### src/design/i2cm_pkg.sv
// shared types and codes for the i2c bit-level master
// holds item and result beat types, action codes and bus phase codes
// no dependencies
package i2cm_pkg;

  // action codes of an input beat
  localparam logic [2:0] ACT_TICK  = 3'd0;
  localparam logic [2:0] ACT_XFER  = 3'd1;
  localparam logic [2:0] ACT_PROBE = 3'd2;
  localparam logic [2:0] ACT_WRITE = 3'd3;
  localparam logic [2:0] ACT_READ  = 3'd4;

  // bus phases of the sequencer
  localparam logic [3:0] PH_IDLE       = 4'd0;
  localparam logic [3:0] PH_START_LOW  = 4'd1;
  localparam logic [3:0] PH_RS_HIGH    = 4'd2;
  localparam logic [3:0] PH_TX_HIGH    = 4'd3;
  localparam logic [3:0] PH_TX_LOW     = 4'd4;
  localparam logic [3:0] PH_TXACK_HIGH = 4'd5;
  localparam logic [3:0] PH_TXACK_LOW  = 4'd6;
  localparam logic [3:0] PH_RX_LOW0    = 4'd7;
  localparam logic [3:0] PH_RX_HIGH    = 4'd8;
  localparam logic [3:0] PH_RX_LOW     = 4'd9;
  localparam logic [3:0] PH_RXACK_HIGH = 4'd10;
  localparam logic [3:0] PH_RXACK_LOW  = 4'd11;
  localparam logic [3:0] PH_STOP_HIGH  = 4'd12;

  // sub steps of one clock edge
  localparam logic [1:0] SUB_PRE  = 2'd0;
  localparam logic [1:0] SUB_WAIT = 2'd1;
  localparam logic [1:0] SUB_POST = 2'd2;

  // link status codes
  localparam logic [1:0] ST_IDLE = 2'd0;
  localparam logic [1:0] ST_ACK  = 2'd1;
  localparam logic [1:0] ST_NAK  = 2'd2;

  // classified item as queued between front and back
  typedef struct packed {
    logic        is_tick;
    logic        is_xfer;
    logic        is_probe;
    logic        is_write;
    logic        is_read;
    logic [6:0]  dev_addr;
    logic        read_dir;
    logic        use_start;
    logic        end_flag;
    logic [15:0] byte_count;
    logic [7:0]  wr_data;
    logic        sda_in;
    logic        scl_in;
  } item_t;

  // one result beat
  typedef struct packed {
    logic        scl_low;
    logic        sda_low;
    logic        busy_res;
    logic        accepted;
    logic [1:0]  link_status;
    logic [15:0] remaining;
    logic [7:0]  rx_byte;
    logic        rx_valid;
    logic        write_nak;
  } result_t;

endpackage

### src/design/i2c_bit_level_master.sv
// top level of the i2c bit-level master
// joins the front queue and the bus sequencer; depends on i2cm_pkg,
// i2cm_front and i2cm_engine
//
//   channel   handshake          beat
//   input     push / full        action, address, flags, count, data, line levels
//   result    empty / pop        line drives, status, count, received byte
//   config    cfg_we             cfg_data -> clock delay
//
// one beat is taken per cycle while the result queue has room; the sequencer
// does one beat's step in a cycle. an input beat waits in the front queue, and
// its result is written into the result queue, to be popped, when it is taken.
// two-entry queues on each side let input and result stall apart.
// reset is synchronous; the clock delay comes back to ten ticks.
module i2c_bit_level_master
  import i2cm_pkg::*;
#(
  parameter int DELAY_BITS = 16
) (
  input  logic        clk,
  input  logic        rst,
  input  logic        cfg_we,
  input  logic [15:0] cfg_data,
  input  logic        push,
  output logic        full,
  input  logic [2:0]  action,
  input  logic [6:0]  dev_addr,
  input  logic        read_dir,
  input  logic        use_start,
  input  logic        end_flag,
  input  logic [15:0] byte_count,
  input  logic [7:0]  wr_data,
  input  logic        sda_in,
  input  logic        scl_in,
  output logic        empty,
  input  logic        pop,
  output logic        scl_low,
  output logic        sda_low,
  output logic        busy_res,
  output logic        accepted,
  output logic [1:0]  link_status,
  output logic [15:0] remaining,
  output logic [7:0]  rx_byte,
  output logic        rx_valid,
  output logic        write_nak
);

  logic [DELAY_BITS-1:0] edge_delay;
  item_t                 item_in;
  item_t                 item_q;
  logic                  item_valid;
  logic                  item_take;
  result_t               res;

  // clock delay register
  always_ff @(posedge clk) begin
    if (rst) begin
      edge_delay <= DELAY_BITS'(10);
    end else if (cfg_we) begin
      edge_delay <= cfg_data[DELAY_BITS-1:0];
    end
  end

  // classify the action of an incoming beat
  always_comb begin
    item_in.is_tick    = (action == ACT_TICK);
    item_in.is_xfer    = (action == ACT_XFER);
    item_in.is_probe   = (action == ACT_PROBE);
    item_in.is_write   = (action == ACT_WRITE);
    item_in.is_read    = (action == ACT_READ);
    item_in.dev_addr   = dev_addr;
    item_in.read_dir   = read_dir;
    item_in.use_start  = use_start;
    item_in.end_flag   = end_flag;
    item_in.byte_count = byte_count;
    item_in.wr_data    = wr_data;
    item_in.sda_in     = sda_in;
    item_in.scl_in     = scl_in;
  end

  i2cm_front u_front (
    .clk        (clk),
    .rst        (rst),
    .push       (push),
    .full       (full),
    .item_in    (item_in),
    .item_valid (item_valid),
    .item_out   (item_q),
    .item_take  (item_take)
  );

  i2cm_engine #(
    .DELAY_BITS (DELAY_BITS)
  ) u_engine (
    .clk        (clk),
    .rst        (rst),
    .delay      (edge_delay),
    .item_valid (item_valid),
    .item       (item_q),
    .item_take  (item_take),
    .empty      (empty),
    .pop        (pop),
    .res_out    (res)
  );

  assign scl_low     = res.scl_low;
  assign sda_low     = res.sda_low;
  assign busy_res    = res.busy_res;
  assign accepted    = res.accepted;
  assign link_status = res.link_status;
  assign remaining   = res.remaining;
  assign rx_byte     = res.rx_byte;
  assign rx_valid    = res.rx_valid;
  assign write_nak   = res.write_nak;

endmodule

### src/design/i2cm_front.sv
// front end: accepts input beats, already classified at the top level, and queues them
// depends on i2cm_pkg
module i2cm_front
  import i2cm_pkg::*;
(
  input  logic        clk,
  input  logic        rst,
  input  logic        push,
  output logic        full,
  input  item_t       item_in,
  output logic        item_valid,
  output item_t       item_out,
  input  logic        item_take
);

  item_t      slots [2];
  logic       wr_ptr;
  logic       rd_ptr;
  logic [1:0] count;
  logic       do_push;
  logic       do_pop;

  assign full       = (count == 2'd2);
  assign do_push    = push && !full;
  assign item_valid = (count != 2'd0);
  assign do_pop     = item_take && item_valid;
  assign item_out   = slots[rd_ptr];

  // two-entry queue storage
  always_ff @(posedge clk) begin
    if (do_push) begin
      slots[wr_ptr] <= item_in;
    end
  end

  // queue pointers and fill
  always_ff @(posedge clk) begin
    if (rst) begin
      wr_ptr <= 1'b0;
      rd_ptr <= 1'b0;
      count  <= 2'd0;
    end else begin
      if (do_push) wr_ptr <= ~wr_ptr;
      if (do_pop) rd_ptr <= ~rd_ptr;
      count <= count + {1'b0, do_push} - {1'b0, do_pop};
    end
  end

endmodule

### src/design/i2cm_engine.sv
// back end: bus sequencer, which carries out one queued beat per cycle unless the
// result queue is full, and a two-entry result queue; depends on i2cm_pkg
module i2cm_engine
  import i2cm_pkg::*;
#(
  parameter int DELAY_BITS = 16
) (
  input  logic                  clk,
  input  logic                  rst,
  input  logic [DELAY_BITS-1:0] delay,
  input  logic                  item_valid,
  input  item_t                 item,
  output logic                  item_take,
  output logic                  empty,
  input  logic                  pop,
  output result_t               res_out
);

  logic [3:0]            phase, phase_next;
  logic [1:0]            sub, sub_next;
  logic [DELAY_BITS-1:0] dcnt, dcnt_next;
  logic [3:0]            bit_count, bit_count_next;
  logic [7:0]            shift_byte, shift_byte_next;
  logic [15:0]           bytes_left, bytes_left_next;
  logic [1:0]            status_reg, status_reg_next;
  logic                  stop_on_end, stop_on_end_next;
  logic [2:0]            op_kind, op_kind_next;
  logic                  nak_seen, nak_seen_next;
  logic                  ack_latch, ack_latch_next;
  logic [7:0]            rx_reg, rx_reg_next;
  logic                  scl_drv, scl_drv_next;
  logic                  sda_drv, sda_drv_next;

  logic [DELAY_BITS-1:0] full_d;
  logic [DELAY_BITS-1:0] half_d;
  logic                  idle;
  logic                  ready;
  logic                  taken;
  logic                  rx_pulse;
  logic                  high_phase;
  logic                  ack;
  logic [3:0]            bc_inc;
  result_t               res_in;

  result_t    rq [2];
  logic       rq_wr, rq_rd;
  logic [1:0] rq_count;

  // edge wait lengths
  assign full_d = (delay == '0) ? {{(DELAY_BITS-1){1'b0}}, 1'b1} : delay;
  assign half_d = ((full_d >> 1) == '0) ? {{(DELAY_BITS-1){1'b0}}, 1'b1} : (full_d >> 1);

  assign idle       = (phase == PH_IDLE);
  assign ready      = idle && (status_reg == ST_ACK) && (bytes_left != 16'd0);
  assign high_phase = (phase == PH_RS_HIGH) || (phase == PH_TX_HIGH) ||
                      (phase == PH_TXACK_HIGH) || (phase == PH_RX_HIGH) ||
                      (phase == PH_RXACK_HIGH) || (phase == PH_STOP_HIGH);
  assign ack        = (ack_latch == 1'b0);
  assign bc_inc     = bit_count + 4'd1;

  assign item_take = item_valid && (rq_count != 2'd2);

  // sequencer step for one beat
  always_comb begin
    phase_next       = phase;
    sub_next         = sub;
    dcnt_next        = dcnt;
    bit_count_next   = bit_count;
    shift_byte_next  = shift_byte;
    bytes_left_next  = bytes_left;
    status_reg_next  = status_reg;
    stop_on_end_next = stop_on_end;
    op_kind_next     = op_kind;
    nak_seen_next    = nak_seen;
    ack_latch_next   = ack_latch;
    rx_reg_next      = rx_reg;
    scl_drv_next     = scl_drv;
    sda_drv_next     = sda_drv;
    taken            = 1'b0;
    rx_pulse         = 1'b0;
    if (item.is_tick) begin
      if (!idle) begin
        unique case (sub)
          SUB_PRE: begin
            if (dcnt > {{(DELAY_BITS-1){1'b0}}, 1'b1}) begin
              dcnt_next = dcnt - 1'b1;
            end else if (high_phase) begin
              scl_drv_next = 1'b0;
              sub_next     = SUB_WAIT;
            end else begin
              scl_drv_next = 1'b1;
              sub_next     = SUB_POST;
              dcnt_next    = full_d;
            end
          end
          SUB_WAIT: begin
            if (item.scl_in) begin
              sub_next  = SUB_POST;
              dcnt_next = full_d;
            end
          end
          default: begin
            if (dcnt > {{(DELAY_BITS-1){1'b0}}, 1'b1}) begin
              dcnt_next = dcnt - 1'b1;
            end else begin
              // edge finished: move to the next phase
              sub_next  = SUB_PRE;
              dcnt_next = half_d;
              unique case (phase)
                PH_START_LOW: begin
                  bit_count_next = 4'd0;
                  sda_drv_next   = ~shift_byte[7];
                  phase_next     = PH_TX_HIGH;
                end
                PH_RS_HIGH: begin
                  sda_drv_next = 1'b1;
                  phase_next   = PH_START_LOW;
                end
                PH_TX_HIGH: phase_next = PH_TX_LOW;
                PH_TX_LOW: begin
                  bit_count_next = bc_inc;
                  if (bc_inc < 4'd8) begin
                    sda_drv_next = ~shift_byte[3'd7 - bc_inc[2:0]];
                    phase_next   = PH_TX_HIGH;
                  end else begin
                    sda_drv_next = 1'b0;
                    phase_next   = PH_TXACK_HIGH;
                  end
                end
                PH_TXACK_HIGH: begin
                  ack_latch_next = item.sda_in;
                  phase_next     = PH_TXACK_LOW;
                end
                PH_TXACK_LOW: begin
                  if (op_kind == ACT_XFER && !ack) begin
                    status_reg_next = ST_NAK;
                    bytes_left_next = 16'd0;
                    sda_drv_next    = 1'b1;
                    phase_next      = PH_STOP_HIGH;
                  end else if (op_kind == ACT_PROBE) begin
                    status_reg_next = ack ? ST_ACK : ST_NAK;
                    bytes_left_next = 16'd0;
                    sda_drv_next    = 1'b1;
                    phase_next      = PH_STOP_HIGH;
                  end else begin
                    if (op_kind == ACT_XFER) begin
                      status_reg_next = ST_ACK;
                    end else begin
                      nak_seen_next = !ack;
                    end
                    if (stop_on_end && bytes_left == 16'd0) begin
                      sda_drv_next = 1'b1;
                      phase_next   = PH_STOP_HIGH;
                    end else begin
                      phase_next = PH_IDLE;
                    end
                  end
                end
                PH_RX_LOW0: begin
                  bit_count_next  = 4'd0;
                  shift_byte_next = 8'd0;
                  phase_next      = PH_RX_HIGH;
                end
                PH_RX_HIGH: begin
                  shift_byte_next = {shift_byte[6:0], item.sda_in};
                  phase_next      = PH_RX_LOW;
                end
                PH_RX_LOW: begin
                  bit_count_next = bc_inc;
                  if (bc_inc < 4'd8) begin
                    phase_next = PH_RX_HIGH;
                  end else begin
                    sda_drv_next = (bytes_left != 16'd0);
                    phase_next   = PH_RXACK_HIGH;
                  end
                end
                PH_RXACK_HIGH: phase_next = PH_RXACK_LOW;
                PH_RXACK_LOW: begin
                  sda_drv_next = 1'b0;
                  rx_reg_next  = shift_byte;
                  rx_pulse     = 1'b1;
                  if (stop_on_end && bytes_left == 16'd0) begin
                    sda_drv_next = 1'b1;
                    phase_next   = PH_STOP_HIGH;
                  end else begin
                    phase_next = PH_IDLE;
                  end
                end
                PH_STOP_HIGH: begin
                  sda_drv_next = 1'b0;
                  phase_next   = PH_IDLE;
                end
                default: phase_next = PH_IDLE;
              endcase
            end
          end
        endcase
      end
    end else if ((item.is_xfer || item.is_probe) && idle) begin
      taken           = 1'b1;
      op_kind_next    = item.is_xfer ? ACT_XFER : ACT_PROBE;
      shift_byte_next = {item.dev_addr, item.read_dir};
      bit_count_next  = 4'd0;
      sub_next        = SUB_PRE;
      dcnt_next       = half_d;
      if (item.is_xfer) begin
        bytes_left_next  = item.byte_count;
        stop_on_end_next = item.end_flag;
      end
      if (item.is_probe || item.use_start) begin
        sda_drv_next = 1'b1;
        phase_next   = PH_START_LOW;
      end else begin
        sda_drv_next = 1'b0;
        phase_next   = PH_RS_HIGH;
      end
    end else if ((item.is_write || item.is_read) && ready) begin
      taken           = 1'b1;
      bytes_left_next = bytes_left - 16'd1;
      bit_count_next  = 4'd0;
      sub_next        = SUB_PRE;
      dcnt_next       = half_d;
      if (item.is_write) begin
        op_kind_next    = ACT_WRITE;
        shift_byte_next = item.wr_data;
        sda_drv_next    = ~item.wr_data[7];
        phase_next      = PH_TX_HIGH;
      end else begin
        op_kind_next = ACT_READ;
        sda_drv_next = 1'b0;
        phase_next   = PH_RX_LOW0;
      end
    end
  end

  // result beat for this item
  always_comb begin
    res_in.scl_low     = scl_drv_next;
    res_in.sda_low     = sda_drv_next;
    res_in.busy_res    = (phase_next != PH_IDLE);
    res_in.accepted    = taken;
    res_in.link_status = status_reg_next;
    res_in.remaining   = bytes_left_next;
    res_in.rx_byte     = rx_reg_next;
    res_in.rx_valid    = rx_pulse;
    res_in.write_nak   = nak_seen_next;
  end

  // sequencer state
  always_ff @(posedge clk) begin
    if (rst) begin
      phase       <= PH_IDLE;
      sub         <= SUB_PRE;
      dcnt        <= '0;
      bit_count   <= 4'd0;
      shift_byte  <= 8'd0;
      bytes_left  <= 16'd0;
      status_reg  <= ST_IDLE;
      stop_on_end <= 1'b0;
      op_kind     <= ACT_TICK;
      nak_seen    <= 1'b0;
      ack_latch   <= 1'b0;
      rx_reg      <= 8'd0;
      scl_drv     <= 1'b0;
      sda_drv     <= 1'b0;
    end else if (item_take) begin
      phase       <= phase_next;
      sub         <= sub_next;
      dcnt        <= dcnt_next;
      bit_count   <= bit_count_next;
      shift_byte  <= shift_byte_next;
      bytes_left  <= bytes_left_next;
      status_reg  <= status_reg_next;
      stop_on_end <= stop_on_end_next;
      op_kind     <= op_kind_next;
      nak_seen    <= nak_seen_next;
      ack_latch   <= ack_latch_next;
      rx_reg      <= rx_reg_next;
      scl_drv     <= scl_drv_next;
      sda_drv     <= sda_drv_next;
    end
  end

  // result queue storage
  always_ff @(posedge clk) begin
    if (item_take) begin
      rq[rq_wr] <= res_in;
    end
  end

  assign empty   = (rq_count == 2'd0);
  assign res_out = rq[rq_rd];

  // result queue pointers
  always_ff @(posedge clk) begin
    if (rst) begin
      rq_wr    <= 1'b0;
      rq_rd    <= 1'b0;
      rq_count <= 2'd0;
    end else begin
      if (item_take) rq_wr <= ~rq_wr;
      if (pop && !empty) rq_rd <= ~rq_rd;
      rq_count <= rq_count + {1'b0, item_take} - {1'b0, pop && !empty};
    end
  end

`ifndef SYNTH
  // result queue never overfills
  a_rq_bound: assert property (@(posedge clk) disable iff (rst) rq_count != 2'd3)
    else $error("result queue overfilled");

  // clock line is released while waiting on stretching
  a_wait_released: assert property (@(posedge clk) disable iff (rst)
    sub == SUB_WAIT |-> !scl_drv)
    else $error("clock driven low during stretch wait");

  // a taken beat always lands in the result queue
  a_take_lands: assert property (@(posedge clk) disable iff (rst)
    item_take && !(pop && !empty) |=> !empty)
    else $error("result beat lost");

  // idle sequencer never reports busy
  a_idle_busy: assert property (@(posedge clk) disable iff (rst)
    item_take && phase_next == PH_IDLE |-> !res_in.busy_res)
    else $error("busy flag while idle");
`endif

endmodule
### config.mk
export PLATFORM = sky130hd
export DESIGN_NAME = i2c_bit_level_master
export DESIGN_NICKNAME = d
export VERILOG_FILES = /design/src/design/i2cm_pkg.sv /design/src/design/i2c_bit_level_master.sv /design/src/design/i2cm_front.sv /design/src/design/i2cm_engine.sv
export SDC_FILE = /design/constraint.sdc
export NUM_CORES = 1
export LEC_CHECK = 0
export ABC_AREA = 1
export BUFFER_PORTS_ARGS = -buffer_cell sky130_fd_sc_hd__buf_2
export CAP_MARGIN = 20
export CORE_MARGIN = 8
export CORE_UTILIZATION = 45
export DETAILED_ROUTE_END_ITERATION = 8
export GPL_TIMING_DRIVEN = 0
export PLACE_DENSITY = 0.65
export SYNTH_ARGS = -nofsm -noshare
export SYNTH_HDL_FRONTEND = slang
export SYNTH_SLANG_ARGS = --single-unit
### constraint.sdc
create_clock -name clk -period 3 [get_ports clk]
set_input_delay 0.75 -clock clk [delete_from_list [all_inputs] [get_ports clk]]
set_output_delay 0.75 -clock clk [all_outputs]
set_load 0.005 [all_outputs]
# Word level (Yosys, flattened, before mapping)
# Memories as Yosys holds them, arrays and structs flattened. A register that Yosys moved wholly into a read port is not among the register bits.
# Cells that the tools add are included.
# totals
wordCells	242
input_bits	60
memories	2
reg_bits	92
out_inout_bits	34
ram_bits	146
# mem_list
name	words	word_bits	read_ports	rd_ports_with_merged_regs	wr	line_no	rtl
u_front.slots	2	41	1	1	1	i2cm_front.sv:16	item_t slots [2];
u_engine.rq	2	32	1	1	1	i2cm_engine.sv:45	result_t rq [2];
# op_classes
reduce_logical	43
n_lt_le_gt_ge	3
n_mux	123
eq_ne	31
add_sub_neg	8
n_bitwise	11
# ops
operator	n
16-bit 2-to-1 mux	19
8-bit 2-to-1 mux	12
4-bit 2-to-1 mux	15
16-bit zero test	3
1-bit 2-to-1 mux	44
4-bit case mux with 11 select lines	1
2-bit 2-to-1 mux	20
16-bit case mux with 2 select lines	1
16-bit by 1-bit subtractor with 16-bit output (second input constant)	2
4-bit equality test (second input constant)	5
6-bit AND reduction	3
4-bit by 3-bit equality test with 1-bit output (second input constant)	4
16-bit by 1-bit greater-than comparator with 1-bit output (second input constant)	1
8-bit case mux with 2 select lines	1
16-bit nonzero test	1
15-bit 2-to-1 mux	1
3-bit 2-to-1 mux	5
3-bit != test (second input constant)	4
1-bit inverter	11
1-bit logical AND	10
3-bit by 2-bit equality test with 1-bit output (second input constant)	3
4-bit by 2-bit equality test with 1-bit output (second input constant)	2
1-bit logical OR	8
2-bit != test (second input constant)	4
other kinds (29)	39

# Logic depth before layout (Yosys ltp)
# depth
depth_word	11
depth_mapped	16
ltp_nobuf	16

# By module
# From an unflattened synthesis, not the netlist that was laid out.
# unflattened
hier_cells	1360
hier_area_um2	12216.7
# by_module_without_submodules
mod	instances	seq_area_each_um2	cells_each	area_per_inst_um2
i2cm_engine	1	3383.2	1087	8107.8
i2cm_front	1	2562.5	167	3417.0
i2c_bit_level_master	1	320.3	106	691.9

# Least setup slack after synthesis
# Ideal clock, no wire load.
# synth_path
path_kind	input port to flip-flop
startpoint	in push
endpoint	mem u_front.slots[1][0] (netlist name) (enable)
arrival_ns	2.639
setup_time_ns	0.441
t_required_ns	2.559
cell_stages	2
path_buffers	0
slack_ns	-0.080
cell_sequence	o21ai_0 -> nor2_1
# synth_between
elab_chain_cells	3
# synth_lines
item	line_no	rtl
start: declaration	i2c_bit_level_master.sv:24	input logic push,
1-bit logical AND	i2cm_front.sv:24	assign do_push = push && !full;
1-bit 2-to-1 mux	i2cm_front.sv:31	if (do_push) begin
1-bit 2-to-1 mux (implied by the code)	i2cm_front.sv:32	slots[wr_ptr] <= item_in;
end: declaration	i2cm_front.sv:16	
# Every way passes these cells.

==> results_dict.tcl <==
set metrics [dict create \
    status "complete, no violations" \
    port-buffer-count 92 \
    core_region_area_um2 26700 \
    synth-simple-area-share_pct 24.1 \
    synth_top_cells_by_count "nand2_1 (337), edfxtp_1 (146), inv_1 (144), nor2_1 (142), nand3_1 (115)" \
    dp_hpwl_mm 24.8 \
    synth.area.mux_share_pct 3.04 \
    tightest_slew_ns 0.878 \
    post-route-drc-count 0 \
    crit_path_start_kind "register" \
    crit_chain "clkbuf_1 -> buf_1 -> mux2_2 -> buf_2" \
    synth.most_common_cell "nand2_1" \
    floorplan.die_area_um2 32600 \
    die_w_um 180 \
    yosysUniqueCellTypes 51 \
    vias 9990 \
    placed_cells 1863 \
    cts_tree "done" \
    max_freq_ghz 0.349 \
    hp-class "input pin to register" \
    io_pins 94 \
    synth_top_family_by_area "simple AND/OR/NAND/NOR gates" \
    area_growth_pct 14.9 \
    num_antenna_cells 0 \
    ys_warn_count 0 \
    grtUsageTotal_pct 19.9 \
    crit_required_ns 2.25 \
    yosys.area.top_type_share_pct 36.0 \
    path_class "register to output pin" \
    rsz0062_at_grt "false" \
    largest_reg_flops 82 \
    grt_pass1_vias 9668 \
    nets 1623 \
    synth_compound_area_share_pct 10.7 \
    first_iter_violations 792 \
    cts-hold-fix-buffers 0 \
    wl_met3_mm 2.32 \
    rows 60 \
    fin_crit_ns 2.86 \
    grt_max_degree 34 \
    cpMaxStageDelayCell "buf_1" \
    postCtsSetupBuffers 0 \
    antenna_found_initial 0 \
    syn_avg_cell_area_um2 8.52 \
    die_h_um 180 \
    final_design_area_no_fill_um2 14000 \
    post_cts_resized 0 \
    syn_inst 1428 \
    ys.flop_type "edfxtp_1" \
    ys_seq_elements 240 \
    vias_per_cell 5.22 \
    arrival_ns 2.11 \
    top_layer "met4" \
    path_clk_slew_ns 0.06 \
    slew_headroom_pct 41.4 \
    top_register "u_front.slots" \
    yosysSeqAreaShare_pct 51.5 \
    synth_area_leader_cell "edfxtp_1" \
    ant_nets 0 \
    wl_per_cell_um 17.4 \
    ys_top_cells_by_area "edfxtp_1 (36%), dfxtp_1 (15%), nand2_1 (10%)" \
    power_leakage_nw 6.06 \
    clockBufferDepth 3 \
    post_dp_cell_area_um2 13100 \
    cp-end-kind "output pin" \
    final_layout_size_suffix_gt1_share_pct 17.1 \
    fin_crit_sh_pct 95.4 \
    wl_mm 33.4 \
    ir_worst_vdd_uv 540 \
    top_regs "u_front.slots x82, u_engine.rq x64" \
    grt_pass1_wl_mm 52.4 \
    synth_edf_count 146 \
    gr-total-overflow 0 \
    maxSlewViolCount 0 \
    clockRootBuffer "clkbuf_16" \
    syn-num-nets 1500 \
    synth_xor_area_share_pct 1.66 \
    htree_num_levels 1 \
    synthAdderAreaFrac_pct 1.23 \
    power_density_nw_per_um2 1080 \
    clock_skew_ns 0.00926 \
    clock-sinks 240 \
    critical_path.max_stage_delay_ns 0.50 \
    layout.cells.non_filler 1912 \
    setup-violations-final 0 \
    met1Wirelength_mm 15.7 \
    cts_buffers 26 \
    place.gp.congestion 0.957 \
    crit_path_max_fanout 10 \
    netlist_area_um2 12200 \
    dr_wl_met2_mm 14.4 \
    start_util_pct 45.5 \
    ys_async_sr_fraction_pct 0 \
    hold_violations 0 \
    max_cap_violations 0 \
    clk_latency_ns 0.53 \
    dr.pass1.iters 5 \
]
## stage by stage
step                worst slack (ns)  power (W)  hold WS, ns  utilization, %  TNS (ns)
finish                         0.137     0.0152        0.409            52.3         0
global route                  0.0249     0.0162        0.388            52.3         0
CTS                           0.0747     0.0151        0.394            52.3         0
detailed placement            0.0887     0.0120        0.447            49.2         0
global placement               -1.22     0.0118        0.438            48.9    -86.64
floorplan                      0.136    0.00983        0.422               -         0
## logic make-up after synthesis
| group | Yosys count |
|---|---|
| buf+inv | 216 |
| compound gates | 238 |
| xor+xnor | 23 |
| mux | 33 |
| fa+ha+maj | 12 |
| simple gates | 666 |
| flops | 240 |
## worst paths after layout
check	slack, ns	end	startpoint	depth (start not counted)
worst max-delay path	0.14	remaining[10]	register	4
worst min-delay path	0.41	u_front.slots[0][6]	wr_data[4]	1
worst max register to register	0.16	u_engine.rq[0][17]	u_engine.rq_count[0]	5
worst min register to register	0.45	u_front.rd_ptr	u_front.rd_ptr	1
## worst max-delay path: cells and delay by family, from the launching register on
family	cells	cell delay (ns)
multiplexers	1	0.42
flip-flops	1	0.31
buffers and inverters	3	0.85
## metal layers
| layer | GRT usage (%) | vias up |
|---|---|---|
| met2 | 31.0 | 363 |
| met5 | 0 | - |
| met4 | 5.52 | 0 |
| met1 | 28.0 | 4582 |
| li1 | - | 4996 |
| met3 | 3.61 | 49 |
## layout by cell type (no fill, tap or decap), types with 3 or more instances in the layout
master       n
o21ai_0     82
clkinv_2     3
buf_2      104
ha_1        12
inv_2        9
inv_4        3
dfxtp_1     94
mux2_2      32
clkbuf_16   27
clkinv_1    11
buf_1        3
xor2_1      19
nor4_1       3
buf_6       10
clkbuf_1    26
a211oi_1     4
nor3_1      11
nand3_1    115
nor2_1     138
nand2_1    337
nand2_2     17
o21ai_2      7
xnor2_1      4
a21oi_1     97
o211ai_1     5
nand2_4      5
nor2_4      10
buf_4        8
a21oi_2      5
inv_1      144
o21bai_1     3
edfxtp_1   146
nor2_8       4
o21ai_1     27
nor2_2       9
nand4_1     11
## where the power goes
| part | internal [W] | switching [W] | total, W |
|---|---|---|---|
| clock network | 0.00181 | 0.00130 | 0.00311 |
| registers | 0.00463 | 0.000463 | 0.00510 |
| logic | 0.00230 | 0.00466 | 0.00696 |
## area by class of cell
class | count | area [µm²]
repair buffers | 94 | 515
inverters | 158 | 602
clock buffers | 30 | 687
flip-flops and latches | 240 | 6270
plain buffers | 57 | 338
fillers | 2524 | 12700
clock inverters | 18 | 139
well taps | 341 | 427
multi-input cells | 974 | 5010
No activity file was read; power rests on OpenSTA's default activity.
